## src/sv/ipp_queue.sv

```systemverilog
// ipp_queue: small register FIFO that decouples the classifier from the
// accumulator. No dependencies.
`timescale 1ns / 1ps

module ipp_queue #(
    parameter int WIDTH = 32,
    parameter int DEPTH = 4,
    localparam int AW   = (DEPTH > 1) ? $clog2(DEPTH) : 1,
    localparam int CW   = $clog2(DEPTH + 1)
) (
    input  logic             i_clk,
    input  logic             i_rst_n,
    input  logic             i_push,
    input  logic [WIDTH-1:0] i_wdata,
    input  logic             i_pop,
    output logic [WIDTH-1:0] o_rdata,
    output logic             o_full,
    output logic             o_empty
);

    logic [WIDTH-1:0] r_data [DEPTH];
    logic [AW-1:0]    r_wp, n_wp;
    logic [AW-1:0]    r_rp, n_rp;
    logic [CW-1:0]    r_count, n_count;
    logic             w_push, w_pop;

    assign o_full  = (r_count == CW'(DEPTH));
    assign o_empty = (r_count == '0);
    assign w_push  = i_push && !o_full;
    assign w_pop   = i_pop && !o_empty;
    assign o_rdata = r_data[r_rp];

    always_comb begin
        n_wp    = r_wp;
        n_rp    = r_rp;
        n_count = r_count;
        if (w_push) begin
            n_wp = (r_wp == AW'(DEPTH - 1)) ? '0 : r_wp + AW'(1);
        end
        if (w_pop) begin
            n_rp = (r_rp == AW'(DEPTH - 1)) ? '0 : r_rp + AW'(1);
        end
        if (w_push && !w_pop) begin
            n_count = r_count + CW'(1);
        end else if (w_pop && !w_push) begin
            n_count = r_count - CW'(1);
        end
    end

    always_ff @(posedge i_clk) begin
        if (!i_rst_n) begin
            r_wp    <= '0;
            r_rp    <= '0;
            r_count <= '0;
        end else begin
            r_wp    <= n_wp;
            r_rp    <= n_rp;
            r_count <= n_count;
        end
    end

    always_ff @(posedge i_clk) begin
        if (w_push) begin
            r_data[r_wp] <= i_wdata;
        end
    end

endmodule

```

## config.mk

```make
export PLATFORM = sky130hd
export DESIGN_NAME = ipp_queue
export DESIGN_NICKNAME = d
export VERILOG_FILES = /design/src/sv/ipp_queue.sv
export SDC_FILE = /design/constraint.sdc
export NUM_CORES = 1
export LEC_CHECK = 0
export BUFFER_PORTS_ARGS = -buffer_cell sky130_fd_sc_hd__buf_2
export CORE_MARGIN = 4
export CORE_UTILIZATION = 45
export CTS_BUF_LIST = sky130_fd_sc_hd__clkbuf_8 sky130_fd_sc_hd__clkbuf_16
export DETAILED_ROUTE_END_ITERATION = 12
export GPL_ROUTABILITY_DRIVEN = 1
export SYNTH_ARGS = -nofsm -noshare
export SYNTH_HDL_FRONTEND = slang
export SYNTH_SLANG_ARGS = --single-unit
```

## constraint.sdc

```tcl
create_clock -name i_clk -period 2.9 [get_ports i_clk]
set_input_delay 0 -clock i_clk [delete_from_list [all_inputs] [get_ports i_clk]]
set_output_delay 0 -clock i_clk [all_outputs]
set_load 0.01 [all_outputs]
```

==> results.py <==
metrics = {
    "clock_network": {
        "cts.path.max_buffers": 2,
        "htreeDepth": 4,
        "numClockSinks": 137,
        "cts-root-buf": "clkbuf_16",
        "clk_latency_ns": 0.40,
        "postCtsSetupBuffers": 0,
        "clkTransAtPathRegs_ns": 0.06,
        "cts_inserted_buffers": 17,
        "cts_tree": "done",
    },
    "sta": {
        "hold_viol_final": 0,
        "timing.final.crit_share_pct": 80.0,
        "tns_ns": 0,
        "period_needed_ns": 2.32,
        "setup_viol": 0,
        "slew_viol_final": 0,
        "slew_headroom_pct": 40.7,
        "fmax_mhz": 431,
        "rsz0062_at_grt": "false",
        "fin_skew_ns": 0.00676,
        "worst_pin_slew_ns": 0.889,
    },
    "die": {
        "coreArea_mm2": 0.0110,
        "io_pins": 70,
        "die-area_mm2": 0.0132,
        "die_h_um": 115,
        "die_x_um": 115,
        "initial_core_util_pct": 46.6,
        "rows": 38,
    },
    "grt": {
        "antenna_found_initial": 0,
        "overflow": 0,
        "grt_first_pass_wirelength_um": 14100,
        "grt_max_degree": 33,
        "grt_use_total_pct": 14.5,
        "grt_pass1_vias": 2672,
    },
    "worst_setup_path": {
        "start_kind": "flop",
        "cp.required_ns": 3.23,
        "critical-path-slowest-cell": "o31ai_1",
        "critPathKind": "flop to flop",
        "slowest_delay_ns": 0.52,
        "worstPathCellList": "o31ai_1 > ha_1 > inv_1 > fa_1 > xor2_1 > or3_1 > a21boi_0",
        "ff2ff_setup_slack_ns": 0.58,
        "crit_path_end_kind": "flop",
        "worstPathMaxFanout": 5,
        "cp.arrival_ns": 2.65,
        "critPathBufInv": 1,
        "critical-path-top-delay-family": "compound AO/OA/AOI/OAI gates",
    },
    "layout": {
        "fillCellCount": 822,
        "multi_input_area_mm2": 0.00101,
        "postLayoutCoreUtil_pct": 59.6,
        "n_antenna_cell": 0,
        "drive_gt1_share_pct": 41.5,
        "area_growth_pct": 27.9,
        "nNetsFinal": 382,
        "fin_cells": 492,
        "seq_area_mm2": 0.00403,
        "final_cell_area_mm2": 0.00657,
    },
    "logic_synthesis": {
        "syn_inst": 218,
        "synth.area.top_cells": "edfxtp_1 (75%), mux4_2 (13%), dfxtp_1 (3.5%)",
        "synth_top_area_cell": "edfxtp_1",
        "syn_nets": 261,
        "synthArstFlopShare_pct": 0,
        "yosys_most_used_dff": "edfxtp_1",
        "synth_seq_area_share_pct": 78.3,
        "synthXorXnorAreaFrac_pct": 0.341,
        "synthSimpleGateAreaFrac_pct": 2.09,
        "synthMuxAreaShare_pct": 14.8,
        "syn_avg_cell_area_um2": 23.6,
        "yosysTopAreaCellShare_pct": 74.8,
        "ys_seq_elements": 137,
        "ys_warn_count": 0,
        "synth-adder-area-share_pct": 1.85,
        "synth_compound_area_share_pct": 0.584,
        "synth_top_family_by_area": "multiplexers",
        "synthesis.area_mm2": 0.00514,
        "synth_edf_count": 128,
        "synth.distinct_cells": 25,
    },
    "run_status": {
        "status": "complete, no violations",
    },
    "worst_hold_path": {
        "worstHoldPathType": "input pin to flop",
    },
    "power": {
        "cellPowerDensity_mw_per_mm2": 890,
        "p_leak_nw": 2.31,
        "power_mw": 5.85,
        "peakVddDrop_v": 0.000472,
    },
    "drt": {
        "wl_per_cell_um": 17.9,
        "drtAntennaViolNets": 0,
        "initialDrtViolationCount": 175,
        "num_vias": 2470,
        "drc_errors": 0,
        "wl_um": 8790,
        "firstDrtPassIters": 4,
        "viasPerCell": 5.02,
    },
    "placed_design": {
        "dp_cells": 427,
        "hpwl_um": 5190,
        "dpl_cell_area_mm2": 0.00564,
        "gp_congestion": 0.687,
        "place.port_buffers": 69,
    },
    "run": {
        "maxCapViolCount": 0,
    },
}
==> worst reg2reg max path, stage by stage (launching register included) <==
cell and delay (ns):
dfxtp_1 0.37, o31ai_1 0.52, ha_1 0.29, inv_1 0.06, fa_1 0.37, xor2_1 0.17
or3_1 0.30, a21boi_0 0.15
==> layout make-up <==
cell class / instances / share of cell area [%]
clock buffer: 17 / 6.47
clock inverter: 15 / 2.67
inverter: 3 / 0.171
multi-input combinational: 69 / 15.4
sequential: 137 / 61.3
tap: 140 / 2.67
timing repair buffer: 111 / 11.3
==> sequential cells by signal, summed over array words and instances (netlist names), named ones only <==
| signal | count |
|---|---|
| r_rp | 2 |
| r_data | 128 |
| r_count | 3 |
| r_wp | 2 |
==> path summary, 6_finish.rpt <==
kind,startpoint,end,cells past startpoint
min,i_pop,flop,3
max reg2reg,r_count[0]$_SDFFE_PN0P_,r_count[2]$_SDFFE_PN0P_,7
max,r_count[0]$_SDFFE_PN0P_,r_count[2]$_SDFFE_PN0P_,7
min reg2reg,r_wp[1]$_SDFFE_PN0P_,r_wp[1]$_SDFFE_PN0P_,2
==> Yosys cell counts (all sizes together), types with 2 or more instances <==
cell type and n:
nor2b 2, ha 6, dfxtp 9, mux2i 3
nand2 6, nor2 2, o21ai 3, edfxtp 128
inv 3, nand3 2, buf 8, mux4 32
and2 5
==> stage by stage <==
step | setup WS [ns] | hold slack [ns]
floorplan | 0.788 | 0.0989
global placement | 0.686 | 0.215
detailed placement | 0.547 | 0.219
CTS | 0.576 | 0.0247
global route | 0.415 | 0.0606
finish | 0.579 | 0.0474
==> kinds of logic (layout without fill, tap and decap cells) <==
group | Yosys count | after routing
AO/OA/AOI/OAI | 5 | 5
XOR/XNOR | 2 | 2
adder cells (fa/ha/maj) | 7 | 7
buffers and inverters | 12 | 146
flip-flops | 137 | 137
multiplexers | 35 | 35
AND/OR/NAND/NOR | 20 | 20
==> repair_timing <==
item,CTS,global route
gates resized for setup,0,0
endpoints found under the setup margin,0,0
endpoints found under the hold margin,137,0
hold buffers,33,0
==> layout by cell type, fill, tap and decap left out <==
cell type / instances
clkbuf_16: 17
ha_1: 6
clkinvlp_4: 3
nand2_1: 6
bufinv_16: 3
and2_2: 4
nor3b_2: 1
dfxtp_2: 2
xnor2_1: 1
clkinv_1: 1
mux2i_1: 3
clkinv_2: 3
dfxtp_1: 7
or3_1: 1
dlygate4sd3_1: 33
nor3_1: 1
buf_4: 9
and2_1: 1
mux4_2: 30
buf_2: 69
inv_6: 2
nand3_1: 2
nor2b_1: 2
xor2_1: 1
mux4_1: 2
clkinv_4: 3
edfxtp_1: 128
o21ai_0: 3
inv_1: 3
a21boi_0: 1
fa_1: 1
nor2_1: 2
o31ai_1: 1
==> power breakdown <==
group	switching, mW	total (mW)	internal, mW	leakage [nW]
clock	0.790	2.14	1.35	0.287
combinational	0.561	1.16	0.601	0.774
sequential	0.127	2.54	2.41	1.25
total	1.48	5.85	4.37	2.31
==> routing by layer <==
layer | share of wire, % | track usage (%)
met1 | 46 | 19.6
met2 | 49 | 22.3
met3 | 4.6 | 4.63
met4 | 0.69 | 5.16
met5 | 0 | 0
Note: power is estimated with default switching activity, not from simulation.
