<file path="src/sv/ipp_pkg.sv">
// ipp_pkg: shared types, widths and constants of the projection profile block.
// Depends on nothing; used by ipp_front, ipp_back, the top level and the bench.
`timescale 1ns / 1ps

package ipp_pkg;

    localparam int PIX_W       = 10;
    localparam int TOTAL_W     = 20;
    localparam int VALUE_W     = 18;
    localparam int INDEX_W     = 10;
    localparam int CFG_DIM_W   = 11;

    // floor(x / 3) == (x * RECIP) >> RECIP_SHIFT for every x below 2**21
    localparam int RECIP_W     = 21;
    localparam logic [RECIP_W-1:0] RECIP = 21'd1398102;
    localparam int RECIP_SHIFT = 22;
    localparam int PROD_W      = TOTAL_W + RECIP_W;

    localparam int QUEUE_DEPTH = 4;
    localparam int OBUF_DEPTH  = 8;
    localparam int OBUF_AW     = 3;
    localparam int OBUF_CW     = 4;
    localparam int CREDIT_W    = 5;

    localparam int DEF_MAX_WIDTH  = 1024;
    localparam int DEF_MAX_HEIGHT = 1024;

    localparam int APB_ADDR_W = 4;
    localparam int APB_DATA_W = 32;
    localparam int REG_IDX_W  = 2;

    localparam logic [REG_IDX_W-1:0] REG_FRAME_WIDTH  = 2'd0;
    localparam logic [REG_IDX_W-1:0] REG_FRAME_HEIGHT = 2'd1;
    localparam logic [REG_IDX_W-1:0] REG_COLOUR_MODE  = 2'd2;

    localparam logic [CFG_DIM_W-1:0] RST_FRAME_WIDTH  = 11'd1024;
    localparam logic [CFG_DIM_W-1:0] RST_FRAME_HEIGHT = 11'd1024;
    localparam logic                 RST_COLOUR_MODE  = 1'b1;

    localparam logic AXIS_ROW    = 1'b0;
    localparam logic AXIS_COLUMN = 1'b1;

    typedef struct packed {
        logic first_row;
        logic last_row;
        logic row_end;
    } t_pix_flags;

    typedef struct packed {
        logic               valid;
        logic               axis;
        logic [INDEX_W-1:0] index;
        logic [TOTAL_W-1:0] sum;
        logic               last;
    } t_lane;

    typedef struct packed {
        logic               axis;
        logic [INDEX_W-1:0] index;
        logic [VALUE_W-1:0] value;
        logic               last;
    } t_result;

endpackage

</file>
<file path="src/sv/ipp_front.sv">
// ipp_front: pixel classifier. Sums the channels (grey: a only) and tracks the
// column and row, flagging row end, first and last row. Depends on ipp_pkg.
`timescale 1ns / 1ps

module ipp_front #(
    parameter int MAX_WIDTH  = ipp_pkg::DEF_MAX_WIDTH,
    parameter int MAX_HEIGHT = ipp_pkg::DEF_MAX_HEIGHT,
    localparam int CW = (MAX_WIDTH > 1) ? $clog2(MAX_WIDTH) : 1,
    localparam int RW = (MAX_HEIGHT > 1) ? $clog2(MAX_HEIGHT) : 1
) (
    input  logic                           i_clk,
    input  logic                           i_rst_n,
    input  logic                           i_accept,
    input  logic [7:0]                     i_chan_a,
    input  logic [7:0]                     i_chan_b,
    input  logic [7:0]                     i_chan_c,
    input  logic [ipp_pkg::CFG_DIM_W-1:0]  i_frame_width,
    input  logic [ipp_pkg::CFG_DIM_W-1:0]  i_frame_height,
    input  logic                           i_colour_mode,
    output logic [ipp_pkg::PIX_W-1:0]      o_pix,
    output logic [CW-1:0]                  o_col,
    output logic [RW-1:0]                  o_row,
    output ipp_pkg::t_pix_flags            o_flags
);

    logic [CW-1:0] r_col, n_col;
    logic [RW-1:0] r_row, n_row;
    logic [31:0]   w_width;
    logic [31:0]   w_height;

    always_comb begin
        if (i_frame_width == '0) begin
            w_width = 32'd1;
        end else if (32'(i_frame_width) > 32'(MAX_WIDTH)) begin
            w_width = 32'(MAX_WIDTH);
        end else begin
            w_width = 32'(i_frame_width);
        end
        if (i_frame_height == '0) begin
            w_height = 32'd1;
        end else if (32'(i_frame_height) > 32'(MAX_HEIGHT)) begin
            w_height = 32'(MAX_HEIGHT);
        end else begin
            w_height = 32'(i_frame_height);
        end
    end

    assign o_pix = i_colour_mode
                 ? (ipp_pkg::PIX_W'(i_chan_a) + ipp_pkg::PIX_W'(i_chan_b)
                    + ipp_pkg::PIX_W'(i_chan_c))
                 : ipp_pkg::PIX_W'(i_chan_a);
    assign o_col = r_col;
    assign o_row = r_row;
    assign o_flags.first_row = (r_row == '0);
    assign o_flags.row_end   = (32'(r_col) + 32'd1 >= w_width);
    assign o_flags.last_row  = (32'(r_row) + 32'd1 >= w_height);

    always_comb begin
        n_col = r_col;
        n_row = r_row;
        if (i_accept) begin
            if (o_flags.row_end) begin
                n_col = '0;
                n_row = o_flags.last_row ? '0 : r_row + RW'(1);
            end else begin
                n_col = r_col + CW'(1);
            end
        end
    end

    always_ff @(posedge i_clk) begin
        if (!i_rst_n) begin
            r_col <= '0;
            r_row <= '0;
        end else begin
            r_col <= n_col;
            r_row <= n_row;
        end
    end

endmodule

</file>
<file path="config.mk">
export PLATFORM = sky130hd
export DESIGN_NAME = ipp_front
export DESIGN_NICKNAME = d
export VERILOG_FILES = /design/src/sv/ipp_pkg.sv /design/src/sv/ipp_front.sv
export SDC_FILE = /design/constraint.sdc
export NUM_CORES = 1
export LEC_CHECK = 0
export BUFFER_PORTS_ARGS = -buffer_cell sky130_fd_sc_hd__buf_2
export CORE_MARGIN = 10
export CORE_UTILIZATION = 48
export CTS_BUF_LIST = sky130_fd_sc_hd__clkbuf_4 sky130_fd_sc_hd__clkbuf_8
export DETAILED_ROUTE_END_ITERATION = 12
export GPL_TIMING_DRIVEN = 0
export HOLD_SLACK_MARGIN = 0.15
export MAX_ROUTING_LAYER = met4
export PLACE_DENSITY_LB_ADDON = 0.1
export SETUP_SLACK_MARGIN = 0.15
export SYNTH_ARGS = -nofsm -noshare
export SYNTH_HDL_FRONTEND = slang
export SYNTH_SLANG_ARGS = --single-unit
</file>
<file path="constraint.sdc">
create_clock -name i_clk -period 4.7 [get_ports i_clk]
set_input_delay 0 -clock i_clk [delete_from_list [all_inputs] [get_ports i_clk]]
set_output_delay 0 -clock i_clk [all_outputs]
set_load 0.01 [all_outputs]
</file>
==> results of run 1 <==
## placed cells by master, fill, tap and decap left out, drive strengths merged, types with 2 or more instances in the layout
| cell | synthesis | routed |
|---|---|---|
| a21boi | 2 | 2 |
| and3 | 6 | 6 |
| nor2 | 21 | 21 |
| xnor2 | 15 | 15 |
| mux2 | 5 | 5 |
| nor3 | 7 | 7 |
| inv | 15 | 15 |
| a32o | 8 | 8 |
| nand2 | 33 | 33 |
| buf | 3 | 84 |
| o31ai | 4 | 4 |
| dfxtp | 20 | 20 |
| a21o | 2 | 2 |
| nand4 | 3 | 3 |
| a21oi | 9 | 9 |
| nor4 | 6 | 6 |
| clkinv | 3 | 3 |
| nand3 | 14 | 14 |
| a211oi | 2 | 2 |
| o21a | 5 | 5 |
| ha | 32 | 32 |
| dlygate4sd3 | 0 | 2 |
| clkbuf | 2 | 5 |
| nor2b | 4 | 4 |
| a22o | 7 | 7 |
| a31oi | 3 | 3 |
| xor2 | 6 | 6 |
| o21ai | 11 | 11 |
| fa | 9 | 9 |
## flip-flops by register name, summed over array words and instances, names as in the netlist
register,flops
o_col,10
o_row,10
## path summary, 6_finish.rpt
path,from,cells past startpoint,to
hold reg to reg,o_col[8],1,o_col[8]
hold / removal,i_chan_a[7],4,o_pix[7]
setup / recovery,o_col[0],11,o_row[6]
setup reg to reg,o_col[0],11,o_row[6]
## worst reg2reg max path: stages, from the launching register on
cell and delay (ps):
dfxtp_1 450, ha_1 220, nand3_1 120, nor2_1 270
xor2_1 140, ha_1 300, nand2_1 60, nor3_1 180
a21oi_1 110, o31ai_1 630, o32ai_1 210, a31o_2 250
## cell families (layout without fill, tap and decap cells)
group | Yosys count | after routing | synth area share (%)
AND/OR/NAND/NOR | 99 | 99 | 21.2
AO/OA/AOI/OAI | 60 | 60 | 19.6
adder cells (fa/ha/maj) | 41 | 41 | 26.0
buffers and inverters | 23 | 110 | 4.04
XOR/XNOR | 21 | 21 | 8.24
flip-flops | 20 | 20 | 17.9
multiplexers | 6 | 6 | 2.97
## timing repair
| item | 4_1_cts | 5_1_grt |
|---|---|---|
| hold endpoints to repair | 3 | 0 |
| setup endpoints to repair | 0 | 0 |
| hold buffers | 2 | 0 |
## per-stage QoR
step | cell area, µm² | setup slack [ps] | hold slack, ps | std cells
after floorplan | 2230 | 2080 | 118 | 270
after global placement | 2700 | 1730 | 282 | 403
after detailed placement | 2700 | 1660 | 272 | 403
after CTS | 2790 | 1640 | 334 | 409
after global routing | 2790 | 1370 | 378 | 409
final | 2790 | 1640 | 331 | 409
## layer usage
layer / wire, µm / up-vias
li1: - / 1161
met1: 2730 / 992
met5: 0 / -
met4: 57 / 0
met2: 2500 / 78
met3: 575 / 7
## power by group
group / total [mW] / switching [mW] / internal [mW] / leakage [nW]
Sequential: 0.174 / 0.00302 / 0.171 / 0.161
Clock: 0.179 / 0.0655 / 0.114 / 0.0357
Combinational: 0.204 / 0.106 / 0.0981 / 1.23
Total: 0.558 / 0.175 / 0.383 / 1.43
## area by class of cell
class	count	area, µm²
Multi-Input combinational cell	227	1740
Tap cell	52	65.1
Inverter	18	67.6
Sequential cell	20	400
Timing Repair Buffer	83	425
Buffer	5	22.5
Clock buffer	3	41.3
Fill cell	389	1620
Clock inverter	1	30.0
==> flow_summary.json, run 1 <==
{
  "post_cts.repair.setup_buffers": 0,
  "portBuffers": 81,
  "utilization_pct": 63.3,
  "hold_class": "input port to output pin",
  "setup_violations": 0,
  "fin_crit_sh_pct": 65.1,
  "critPathLaunchType": "register",
  "max_stage_delay_ps": 630,
  "wirelength_um": 5860,
  "drive_gt1_share_pct": 26.6,
  "crit_chain": "ha_1, nand3_1, nor2_1, xor2_1, ha_1, nand2_1, nor3_1, a21oi_1, o31ai_1, o32ai_1, a31o_2",
  "busiest_layer": "met2",
  "cts_resized": 0,
  "drt-vias-per-instance": 5.47,
  "initial_core_util_pct": 50.5,
  "synth_commonest_cells": "nand2_1, ha_1, nor2_1",
  "antenna_found_initial": 0,
  "worstPathBufferInverterCount": 0,
  "clock-root-buffer": "clkbuf_8",
  "die_y_um": 88.2,
  "drt_iter0_markers": 62,
  "avgSynthCellArea_um2": 8.26,
  "h-tree-depth": 1,
  "overflow": 0,
  "synth_edf_count": 0,
  "finalHoldViolations": 0,
  "synth_top_area_share_pct": 17.9,
  "core_area_mm2": 0.00441,
  "cts_tree": "done",
  "ant_nets": 0,
  "crit_slowest_cell": "o31ai_1",
  "via_count": 2238,
  "fmax_mhz": 327,
  "dieWidth_um": 88.2,
  "period_needed_ps": 3060,
  "synth_nets": 361,
  "criticalPathCategory": "register to register",
  "grt.met1_usage_pct": 19.6,
  "cts_buffers": 3,
  "syn_to_final_growth_pct": 25.2,
  "power_uw": 558,
  "leakage_nw": 1.43,
  "hpwl_um": 4990,
  "slew_viol_final": 0,
  "grt_pass1_wl_um": 9770,
  "yosysTopAreaCell": "dfxtp_1",
  "grt_util_all_layers_pct": 15.3,
  "rows": 24,
  "synth_cells": 270,
  "rsz0062_at_grt": "no",
  "synth.most_common_cell": "nand2_1",
  "crit_top_cell": "ha_1",
  "dieArea_mm2": 0.00777,
  "ys_warn_count": 0,
  "maxSlewHeadroom_pct": 52.8,
  "grt_pass1_vias": 2226,
  "fin_skew_ps": 6.71,
  "worst_pin_slew_ps": 702,
  "clk_pin_slew_ps": 90,
  "async_flop_share_pct": 0,
  "ioPinCount": 83,
  "cap_violations": 0,
  "setup-tns-final_ps": 0,
  "grtUsageMet3_pct": 3.81,
  "synth-seq-area-share_pct": 17.9,
  "outcome": "completed",
  "cts.sinks": 20,
  "drc": 0,
  "num_antenna_cells": 0,
  "power_density_mw_per_mm2": 200,
  "drtPass1Iterations": 5,
  "cts_buffer_depth": 2,
  "ys.flop_type": "dfxtp_1",
  "globalplace.congestion": 0.851,
  "grt_max_degree": 13,
  "cp.required_ps": 4860,
  "critPathMaxFanout": 7,
  "cpLargestDelayFamily": "compound AO/OA/AOI/OAI gates",
  "nets": 449,
  "use_met2_pct": 23.5,
  "ir_worst_vdd_v": 0.000144,
  "wl_per_cell_um": 14.3,
  "synth_seq_cells": 20,
  "syn_area_mm2": 0.00223,
  "clk_latency_ps": 270,
  "synthDistinctLibCells": 43,
  "arrival_ps": 3230,
  "synth_area_leaders": "dfxtp_1, ha_1, fa_1, xnor2_1, nand2_1",
  "crit_path_end_kind": "register",
  "rrSetupSlack_ps": 1640
}
No activity file was read; power rests on OpenSTA's default activity.
==> run 2: changes to the inputs <==
--- a/config.mk
+++ b/config.mk
@@ -7,7 +7,7 @@
 export LEC_CHECK = 0
 export BUFFER_PORTS_ARGS = -buffer_cell sky130_fd_sc_hd__buf_2
 export CORE_MARGIN = 10
-export CORE_UTILIZATION = 48
+export CORE_UTILIZATION = 47
 export CTS_BUF_LIST = sky130_fd_sc_hd__clkbuf_4 sky130_fd_sc_hd__clkbuf_8
 export DETAILED_ROUTE_END_ITERATION = 12
 export GPL_TIMING_DRIVEN = 0
==> constraint.sdc (replaced) <==
create_clock -name i_clk -period 2.71 [get_ports i_clk]
set_input_delay 0 -clock i_clk [delete_from_list [all_inputs] [get_ports i_clk]]
set_output_delay 0 -clock i_clk [all_outputs]
set_load 0.01 [all_outputs]
==> flow_summary.json, run 2 (same netlist as run 1, synthesis figures left out) <==
{
  "use_met2_pct": 26.0,
  "setup_violations": 0,
  "fin_cells": 426,
  "drtPass1Iterations": 4,
  "r2r-end": "o_row[6]",
  "wl_per_cell_um": 15.5,
  "layout_commonest_cell": "buf_2",
  "arrival_ps": 2810,
  "drt-vias-per-instance": 5.53,
  "hpwl_um": 5000,
  "grt_pass1_vias": 2330,
  "overflow": 0,
  "ioPinCount": 83,
  "grt.met1_usage_pct": 19.1,
  "period_needed_ps": 2600,
  "grtUsageMet3_pct": 3.19,
  "final_cell_area_mm2": 0.00320,
  "hold_class": "input port to output pin",
  "syn_to_final_growth_pct": 43.2,
  "crit_start": "o_row[3]",
  "nFillCells": 380,
  "critPathLaunchType": "register",
  "slew_viol_final": 0,
  "crit_slowest_cell": "o31a_1",
  "dieArea_mm2": 0.00790,
  "hold_end": "o_pix[7]",
  "max_stage_delay_ps": 380,
  "detailed_place.area_mm2": 0.00271,
  "cp.required_ps": 2920,
  "dp_cells": 405,
  "cts.sinks": 20,
  "rows": 25,
  "outcome": "completed",
  "drt_iter0_markers": 93,
  "nets": 464,
  "fin_skew_ps": 2.71,
  "critPathMaxFanout": 7,
  "crit_path_end_kind": "register",
  "portBuffers": 81,
  "die_y_um": 88.9,
  "multi_input_area_mm2": 0.00198,
  "worst_pin_slew_ps": 653,
  "regArea_um2": 430,
  "grt_util_all_layers_pct": 15.5,
  "globalplace.congestion": 0.839,
  "antenna_found_initial": 0,
  "r2r_start": "o_row[3]",
  "wirelength_um": 6580,
  "worstRegToRegCells": 12,
  "ant_nets": 0,
  "cts_buffers": 3,
  "grt_max_degree": 12,
  "clk_latency_ps": 260,
  "power_density_mw_per_mm2": 287,
  "drc": 0,
  "initial_core_util_pct": 47.9,
  "dieWidth_um": 88.9,
  "finalHoldViolations": 0,
  "cap_violations": 0,
  "via_count": 2356,
  "fmax_mhz": 384,
  "h-tree-depth": 1,
  "min_path_cells": 4,
  "clk_pin_slew_ps": 80,
  "drive_gt1_share_pct": 42.5,
  "clock-root-buffer": "clkbuf_8",
  "crit_chain": "buf_6, nand4_1, nor2_2, nand3_2, xnor2_2, ha_1, nand2_1, nand2_1, o31a_1, buf_4, o32ai_2, a31o_2",
  "busiest_layer": "met2",
  "num_antenna_cells": 0,
  "layout_common_cells": "buf_2, nand2_1, ha_1",
  "core_area_mm2": 0.00466,
  "rsz0062_at_grt": "yes",
  "crit_top_cell": "nand2_1",
  "grt_pass1_wl_um": 10000,
  "maxSlewHeadroom_pct": 56.3,
  "fin_crit_sh_pct": 96.1,
  "rrSetupSlack_ps": 110,
  "cts_tree": "done",
  "leakage_nw": 1.56,
  "ir_worst_vdd_v": 0.000230,
  "criticalPathCategory": "register to register",
  "cts_buffer_depth": 2,
  "worstHoldStart": "i_chan_a[7]"
}
==> run 2: cell count changes in the layout (fill, tap and decap cells not counted), moves of 4 or more <==
cell	delta
a21oi_2	+4
dfxtp_2	+6
xnor2_2	+4
a21oi_1	-4
nor2_1	-4
nand3_1	-7
xnor2_1	-4
dfxtp_1	-12
nand3_2	+6
dfxtp_4	+6
buf_4	+13
==> run 2: what timing repair did <==
item,4_1_cts,5_1_grt
setup buffers,4,10
endpoints found under the hold margin,3,0
pin swaps,7,19
setup endpoints to repair,21,20
cloned,0,1
gates resized for setup,26,45
hold buffers,2,0
==> run 2: final cells by class <==
type,count,area share (%)
well taps,54,2.11
flip-flops and latches,20,13.5
multi-input cells,227,62.0
inverters,18,2.11
plain buffers,5,1.41
clock buffers,4,1.72
repair buffers,98,17.1
==> run 2: power by group <==
part	switching, mW	internal (mW)	leakage [nW]	total, mW
logic	0.197	0.183	1.36	0.380
registers	0.00646	0.293	0.169	0.300
clock network	0.109	0.130	0.0288	0.238
==> run 2: routing by layer <==
| metal | up-vias | part of all wire [%] |
|---|---|---|
| met4 | 0 | 0.35 |
| met3 | 6 | 7.4 |
| met5 | - | 0 |
| li1 | 1191 | - |
| met1 | 1093 | 44 |
| met2 | 66 | 48 |
==> run 2: worst max path at each step <==
stage | to | slack [ps] | cells after the start
after floorplan | o_row[0] | 140 | 11
after global placement | o_row[6] | -90 | 11
after detailed placement | o_row[6] | -120 | 12
after CTS | o_row[9] | 160 | 12
after global routing | o_row[9] | 7 | 12
final | o_row[6] | 110 | 12
==> run 2: worst max-delay path: cells and delay by family, from the launching register on <==
family                     cells  cell delay [ps]
xor gates and xnor gates       1              220
and+or+nand+nor                5              650
DFF                            1              350
adders and majority gates      1              270
buffers and inverters          2              310
AOI/OAI and AO/OA              3              750
==> run 2: metrics by stage <==
step / util [%] / setup TNS (ps) / setup slack, ps / hold WS (ps) / power (mW)
after floorplan: - / 0 / 138 / 118 / 0.539
after global placement: 58.2 / -752 / -93.9 / 300 / 0.658
after detailed placement: 58.2 / -712 / -124 / 289 / 0.661
after CTS: 62.6 / 0 / 160 / 336 / 0.907
after global routing: 68.6 / 0 / 6.77 / 373 / 0.984
final: 68.6 / 0 / 106 / 333 / 0.918
==> run 3: changes to the inputs <==
--- a/config.mk
+++ b/config.mk
@@ -13,7 +13,7 @@
 export GPL_TIMING_DRIVEN = 0
 export HOLD_SLACK_MARGIN = 0.15
 export MAX_ROUTING_LAYER = met4
-export PLACE_DENSITY_LB_ADDON = 0.1
+export PLACE_DENSITY = 0.81
 export SETUP_SLACK_MARGIN = 0.15
 export SYNTH_ARGS = -nofsm -noshare
 export SYNTH_HDL_FRONTEND = slang
==> flow_summary.json, run 3 (same netlist as run 1, synthesis figures left out) <==
{
  "initial_core_util_pct": 47.9,
  "core_area_mm2": 0.00466,
  "detailed_place.area_mm2": 0.00271,
  "switching_share_pct": 34.8,
  "crit_top_cell": "nand3_1",
  "cts_tree": "done",
  "portBuffers": 81,
  "power_switching_uw": 309,
  "crit_chain": "nand2_1, nor2_4, nand3_1, xnor2_1, ha_1, nand3_1, o31ai_4, o21ai_0, a22o_1",
  "cts_buffers": 3,
  "fin_crit_sh_pct": 99.5,
  "detailedPlace.worstSlack_ps": -163,
  "p_int_uw": 580,
  "globalplace.congestion": 0.884,
  "cap_violations": 0,
  "layout_commonest_cell": "buf_2",
  "cp.required_ps": 2860,
  "outcome": "completed",
  "drc": 0,
  "rows": 25,
  "p_comb_share_pct": 44.2,
  "drt-vias-per-instance": 5.95,
  "leakage_nw": 1.60,
  "grt_pass1_vias": 2478,
  "cts.sinks": 20,
  "fin_cells": 433,
  "arrival_ps": 2850,
  "drt_iter0_markers": 132,
  "ant_nets": 0,
  "fin_skew_ps": 2.82,
  "slew_viol_final": 0,
  "regArea_um2": 430,
  "nFillCells": 326,
  "dp_cells": 405,
  "rsz0062_at_grt": "yes",
  "grt_util_all_layers_pct": 16.5,
  "clock-root-buffer": "clkbuf_8",
  "power_uw": 889,
  "period_needed_ps": 2700,
  "overflow": 0,
  "hpwl_um": 5180,
  "nets": 472,
  "drive_gt1_share_pct": 45.1,
  "p_clk_share_pct": 22.0,
  "critPathLaunchType": "register",
  "grt_max_degree": 11,
  "dieArea_mm2": 0.00790,
  "seq_power_share_pct": 33.8,
  "wl_per_cell_um": 17.6,
  "cts_buffer_depth": 2,
  "crit_path_end_kind": "register",
  "setup_violations": 0,
  "wirelength_um": 7610,
  "grt_pass1_wl_um": 10500,
  "syn_to_final_growth_pct": 50.1,
  "die_y_um": 88.9,
  "layout_common_cells": "buf_2, nand2_1, ha_1",
  "clk_latency_ps": 260,
  "criticalPathCategory": "register to register",
  "whs_ps": 149,
  "ioPinCount": 83,
  "via_count": 2578,
  "maxSlewHeadroom_pct": 57.6,
  "final_cell_area_mm2": 0.00335,
  "power_density_mw_per_mm2": 266,
  "crit_slowest_cell": "dfxtp_1",
  "antenna_found_initial": 0,
  "max_stage_delay_ps": 560,
  "hold_class": "input port to register",
  "drtPass1Iterations": 5,
  "multi_input_area_mm2": 0.00206,
  "dieWidth_um": 88.9,
  "clk_pin_slew_ps": 70,
  "worst_pin_slew_ps": 633,
  "num_antenna_cells": 0,
  "h-tree-depth": 1,
  "finalHoldViolations": 0,
  "timing.final.ws_setup_ps": 14.4,
  "critPathMaxFanout": 7,
  "fmax_mhz": 371,
  "ir_worst_vdd_v": 0.000217
}
## run 3: cell types whose count changed in the layout (fill, tap and decap cells not counted), moves of 3 or more
cell,before,now
nand3_4,1,4
o21ai_0,9,6
buf_4,13,19
nand3_2,6,3
## run 3: per-layer routing
| layer | wire length (µm) | vias to the layer above | share of wire [%] | track usage, % |
|---|---|---|---|---|
| met5 | 0 | - | 0 | - |
| met4 | 203 | 0 | 2.7 | 6.17 |
| met3 | 693 | 18 | 9.1 | 2.55 |
| met2 | 3770 | 142 | 49 | 28.5 |
| met1 | 2950 | 1205 | 39 | 18.8 |
| li1 | - | 1213 | - | - |
## run 3: critical path: cells and delay by family, from the launching register on
family | cells | cell delay, ps
xor+xnor | 1 | 200
flops | 1 | 560
fa+ha+maj | 1 | 300
simple gates | 4 | 590
compound gates | 3 | 950
## run 3: layout make-up
cell class              instances  share of cell area (%)
well taps                      54                    2.02
multi-input cells             227                    61.4
flip-flops and latches         20                    12.9
repair buffers                106                    19.1
inverters                      18                    2.02
clock buffers                   3                    1.23
plain buffers                   5                    1.35
## run 3: path summary, 6_finish.rpt
kind                            endpoint  cells past startpoint  slack (ps)  startpoint
worst max-delay path            o_row[7]                      9          10    o_col[5]
worst min-delay path            o_col[0]                      3         150    i_accept
worst max register to register  o_row[7]                      9          10    o_col[5]
worst min register to register  o_col[2]                      1         540    o_col[2]
## run 3: stage by stage
stage	setup TNS, ps	utilization (%)
global placement	-617	58.2
finish	0	71.8
CTS	0	62.3
global route	-60.7	71.8
floorplan	0	-
detailed placement	-894	58.2
## run 3: repair_timing
action / CTS / global route
buffers inserted: 4 / 20
setup endpoints to repair: 21 / 23
endpoints found under the hold margin: 2 / 0
hold buffers: 1 / 0
gates resized for setup: 27 / 60
cloned: 0 / 0
pin swaps: 6 / 29
## run 3: power groups by stage
stage / clock network (mW) / registers [mW] / logic (mW)
after floorplan: 0 / 0.310 / 0.229
after global placement: 0 / 0.309 / 0.345
after detailed placement: 0 / 0.310 / 0.359
after CTS: 0.194 / 0.302 / 0.371
after global routing: 0.212 / 0.301 / 0.446
final: 0.196 / 0.301 / 0.393
